===== config.mk =====
export PLATFORM = sky130hd
export DESIGN_NAME = sll_front
export DESIGN_NICKNAME = d
export VERILOG_FILES = /design/src/hdl/sll_pkg.sv /design/src/hdl/sll_front.sv
export SDC_FILE = /design/constraint.sdc
export NUM_CORES = 1
export LEC_CHECK = 0
export ABC_AREA = 1
export BUFFER_PORTS_ARGS = -buffer_cell sky130_fd_sc_hd__buf_2
export CAP_MARGIN = 20
export CELL_PAD_IN_SITES_DETAIL_PLACEMENT = 1
export CELL_PAD_IN_SITES_GLOBAL_PLACEMENT = 1
export CORE_MARGIN = 5
export CORE_UTILIZATION = 25
export CTS_CLUSTER_SIZE = 16
export DETAILED_ROUTE_END_ITERATION = 7
export GPL_TIMING_DRIVEN = 0
export PLACE_DENSITY = 0.51
export SYNTH_ARGS = -nofsm -noshare
export SYNTH_HDL_FRONTEND = slang
export SYNTH_SLANG_ARGS = --single-unit

===== constraint.sdc =====
create_clock -name clk -period 6.1 [get_ports clk]
set_input_delay 0.305 -clock clk [delete_from_list [all_inputs] [get_ports clk]]
set_output_delay 0.305 -clock clk [all_outputs]
set_load 0.01 [all_outputs]

===== src/hdl/sll_pkg.sv =====
`timescale 1ns / 1ps
// ----------------------------------------------------------------------------
// sll_pkg
// shared types and codes for the array linked list engine
// ----------------------------------------------------------------------------
package sll_pkg;

  typedef enum logic [1:0] {
    ACT_INSERT = 2'd0,
    ACT_DELETE = 2'd1,
    ACT_GET    = 2'd2,
    ACT_LOCATE = 2'd3
  } action_t;

  typedef enum logic [2:0] {
    ST_OK        = 3'd0,
    ST_BAD_POS   = 3'd1,
    ST_FULL      = 3'd2,
    ST_EMPTY     = 3'd3,
    ST_NOT_FOUND = 3'd4
  } status_t;

  typedef struct packed {
    logic [1:0]         action;
    logic [7:0]         position;
    logic signed [31:0] item_value;
  } in_word_t;

  typedef struct packed {
    logic [2:0]         status;
    logic signed [31:0] read_value;
    logic [7:0]         found_slot;
    logic [7:0]         found_position;
    logic [7:0]         list_length;
  } out_word_t;

  typedef enum logic [3:0] {
    S_IDLE,
    S_CLEAR,
    S_SCAN,
    S_SCAN_WAIT,
    S_WALK,
    S_WALK_WAIT,
    S_LINK_RD,
    S_LINK_WAIT,
    S_VAL_WAIT,
    S_WRITE2,
    S_DONE
  } back_state_t;

endpackage


===== src/hdl/sll_front.sv =====
`timescale 1ns / 1ps
// ----------------------------------------------------------------------------
// sll_front
// input stage and two entry queue towards the list sequencer
// ----------------------------------------------------------------------------
module sll_front (
  input  logic              clk,
  input  logic              rst_n,
  input  logic              in_valid,
  output logic              in_stall,
  input  sll_pkg::in_word_t in_data,
  output logic              q_valid,
  input  logic              q_take,
  output sll_pkg::in_word_t q_data
);

  sll_pkg::in_word_t buf_r [2];
  logic              wp_r, rp_r;
  logic [1:0]        cnt_r;
  logic              push;

  assign in_stall = (cnt_r == 2'd2);
  assign push     = in_valid && !in_stall;
  assign q_valid  = (cnt_r != 2'd0);
  assign q_data   = buf_r[rp_r];

  always_ff @(posedge clk) begin
    if (push) begin
      buf_r[wp_r] <= in_data;
    end
    if (!rst_n) begin
      wp_r  <= 1'b0;
      rp_r  <= 1'b0;
      cnt_r <= 2'd0;
    end else begin
      if (push) begin
        wp_r <= !wp_r;
      end
      if (q_take) begin
        rp_r <= !rp_r;
      end
      cnt_r <= cnt_r + 2'(push) - 2'(q_take);
    end
  end

endmodule


; ---- Word level (Yosys, flattened, before mapping)
; Memories as Yosys holds them, arrays and structs flattened. A register that Yosys moved wholly into a read port is not among the register bits.
; Index checks and enable logic that the tools add are counted.
[word_totals]
wordCells = 16
reg_bits = 4
mem_count = 1
mem_bits_rw = 84
[memory_table]
columns = name, words, width, rd, rd_ports_with_merged_regs, write_ports, line_no
row1 = buf_r, 2, 42, 1, 1, 1, sll_front.sv:17  ; sll_pkg::in_word_t buf_r [2];
[classes]
reduce_logical = 5
n_eq_ne = 1
n_addsub = 2
mux = 4
[ops]
columns = cell, count
row1 = $mux W1, 4
row2 = $logic_not A1 Y1, 3
row3 = $add A2 B1 Y2, 1
row4 = $eq A2 B2 Y1 const B, 1
row5 = $reduce_bool A2 Y1, 1
row6 = $sub A2 B1 Y2, 1
row7 = $logic_and A1 B1 Y1, 1

; ---- Longest topological paths before layout
[depth]
depth_word = 5
depth_mapped = 11
ltp_nobuf = 11

; ---- Least setup slack after synthesis
; OpenSTA, ideal clock, no wires.
[synth_path]
path_type = reg2reg
startpoint = reg cnt_r[0]
endpoint = mem buf_r[0][0] (netlist bit) (enable)
setup_time_ns = 0.441
arrival_ns = 2.302
setup_slack_ns = 3.357
path_stages_with_launch = 5
path_buffers = 0
period_less_slack_ns = 2.743
path_cell_list = dfxtp_1 -> inv_1 -> nand2_1 -> nand2_1 -> nor2_1
[synth_between]
elab_chain_cells = 5
[synth_lines]
columns = item, line_no
row1 = from (decl), sll_front.sv:19  ; logic [1:0] cnt_r;
row2 = from (signal assigned), sll_front.sv:42  ; cnt_r <= cnt_r + 2'(push) - 2'(q_take);
row3 = $eq A2 B2 Y1, sll_front.sv:22  ; assign in_stall = (cnt_r == 2'd2);
row4 = $logic_not A1 Y1, sll_front.sv:23  ; assign push = in_valid && !in_stall;
row5 = $logic_and A1 B1 Y1, sll_front.sv:23
row6 = $mux W1, sll_front.sv:28  ; if (push) begin
row7 = $mux W1 (implied by the code), sll_front.sv:29  ; buf_r[wp_r] <= in_data;
row8 = to (decl), sll_front.sv:17
; Every way passes these cells.

; ---- Worst setup path after layout
[layout_path]
startpoint = reg cnt_r[0]
endpoint = mem buf_r[0][31] (netlist bit) (enable)
; Same word-level chain as after synthesis.

==> reports/results.ini <==
[run_status]
status = finished, final reports clean

[timing]
maxSlewViolCount = 0
fin_crit_sh_pct = 30.4
final-hold-violation-count = 0
slew_headroom_pct = 42.0
tightestPinTransition_ns = 0.868
rsz0062_at_grt = no
finalSetupViolations = 0
whs_ns = 0.154
fin_skew_ns = 0.00740
fin_tns_setup_ns = 0
fmax_mhz = 539
min_period_ns = 1.85

[synth]
ys_ff_latch = 89
synth_top_cell_area_share_pct = 72.7
ys_types = 12
avgSynthCellArea_um2 = 21.0
syn_area_um2 = 3470
synth_warnings = 0
synth_top_area_cell = edfxtp_1
syn_inst = 165
ys_top_cells_by_area = edfxtp_1 73%, mux2_4 17%, dfxtp_1 2.9%
ys_seq_area_share_pct = 75.6
syn-num-nets = 213

[worst_setup_path]
r2r_start = cnt_r[0]
cp_max_fo = 25
cp-end-kind = flip-flop
worstReg2RegEnd = buf_r[0][31]
rrSetupSlack_ns = 4.25
worstPathArrival_ns = 1.89
r2r_cells = 5
start_kind = flip-flop
worstSetupPathType = flip-flop to flip-flop
cp.required_ns = 6.14

[clocking]
clock_latency_ns = 0.34
cts_hold_buf = 0
clock_path_buffers = 2
cts.htree.levels = 3
clock_sinks = 89
cts-root-buf = clkbuf_16
post_cts_buffers = 0
cts_tree = done
cts_buffers = 9
cts.clk_slew.worst_paths_ns = 0.06
cts_resized = 0

[global_route]
grt_pass1_vias = 1908
grt_pass1_wl_um = 9980
grt_use_total_pct = 8.17
overflow = 0
grt_start_max_net_pins = 37
antenna_found_initial = 0

[detailed_routing]
final_antenna_net_count = 0
wirelength_um = 6480
drt-initial-drc-count = 80
vias_per_cell = 3.89
drc = 0
routedWlPerCell_um = 14.4
vias = 1756
dr.pass1.iters = 2

[power]
peakVddDrop_mv = 0.157
leakagePower_nw = 1.79
powerDensity_nw_per_um2 = 338
report.power.total_w = 0.00152

[finish]
diodes = 0
drive_gt1_share_pct = 56.5
fin_util_pct = 32.8
final_net_count = 315
area_growth_pct = 29.8

[floorplanning]
rows = 43
die_h_um = 128
io-pin-count = 90
design.core.area_um2 = 13700
dieWidth_um = 128
die-area_um2 = 16300
start_util_pct = 25.3

[place]
portBuffers = 89
place_congestion = 0.664
place_hpwl_um = 4400

[worst_hold_path]
worstHoldEndpoint = buf_r[1][36]
hp-class = primary input to flip-flop
min_from = in_data[36]
holdPathStages = 1

[job]
cap_violations = 0

==> registers in the layout (all words and copies together), names as in the netlist, named ones only <==
signal  cells
rp_r        1
cnt_r       2
wp_r        1
buf_r      84
==> per-layer routing <==
layer	vias to the layer above	part of all wire, %	track usage, %	wire, um
met1	868	43	9.75	2770
met4	0	2.2	4.12	142
met2	51	49	13.2	3150
li1	827	-	-	-
met5	-	0	0	0
met3	10	6.3	2.75	408
==> worst max-delay path, stage by stage, from the launching register on <==
cell,delay [ns]
dfxtp_1,0.33
inv_1,0.05
nand2_1,0.11
nand2_1,0.12
nor2_4,0.68
buf_16,0.24
==> cells by family (layout without fill, tap and decap cells) <==
family	Yosys count	in the layout	share of synthesized area, %
simple gates	18	18	2.02
flops	89	89	75.6
buf+inv	12	118	3.39
fa+ha+maj	2	2	0.721
compound gates	2	2	0.289
mux	42	42	18.0
==> worst max-delay path by stage <==
stage	cells after the start	endpoint	start
floorplan	4	buf_r[0][0]	cnt_r[0]
global placement	4	buf_r[0][31]	cnt_r[0]
detailed placement	5	buf_r[0][31]	cnt_r[0]
CTS	5	buf_r[0][31]	cnt_r[0]
global route	5	buf_r[0][31]	cnt_r[0]
finish	5	buf_r[0][31]	cnt_r[0]
==> stage by stage <==
stage	worst slack (ns)	cell area, um^2	instances
6_report	4.25	4500	451
3_3_place_gp	1.92	4140	434
5_1_grt	4.07	4500	451
3_5_place_dp	4.20	4190	436
4_1_cts	4.17	4500	451
2_1_floorplan	3.36	3470	165
==> area by class of cell <==
type / count / area, um^2
well taps: 180 / 225
fillers: 1425 / 9220
clock buffers: 9 / 225
repair buffers: 91 / 493
flip-flops and latches: 89 / 2620
plain buffers: 5 / 91.3
inverters: 7 / 26.3
multi-input cells: 64 / 736
clock inverters: 6 / 83.8
==> power breakdown <==
part / total, W / switching, W / internal, W
registers: 0.000743 / 0.0000131 / 0.000730
clock network: 0.000569 / 0.000215 / 0.000354
logic: 0.000211 / 0.000104 / 0.000106
==> cell usage after synthesis <==
cell type	n
nand2_1	10
a21oi_1	2
nand3_1	2
buf_6	1
buf_12	4
edfxtp_1	84
ha_1	2
inv_1	7
mux2_4	40
nor2_1	6
dfxtp_1	5
mux2_2	2
==> cells in the final DEF, fill, tap and decap left out, types with 5 or more instances in the layout <==
cell and instances:
inv_1 6, buf_2 89, clkbuf_16 9, dfxtp_1 5, nand2_1 10, mux2_4 40
nor2_1 5, edfxtp_1 84, buf_12 5
Note: power is estimated with default switching activity, not from simulation.
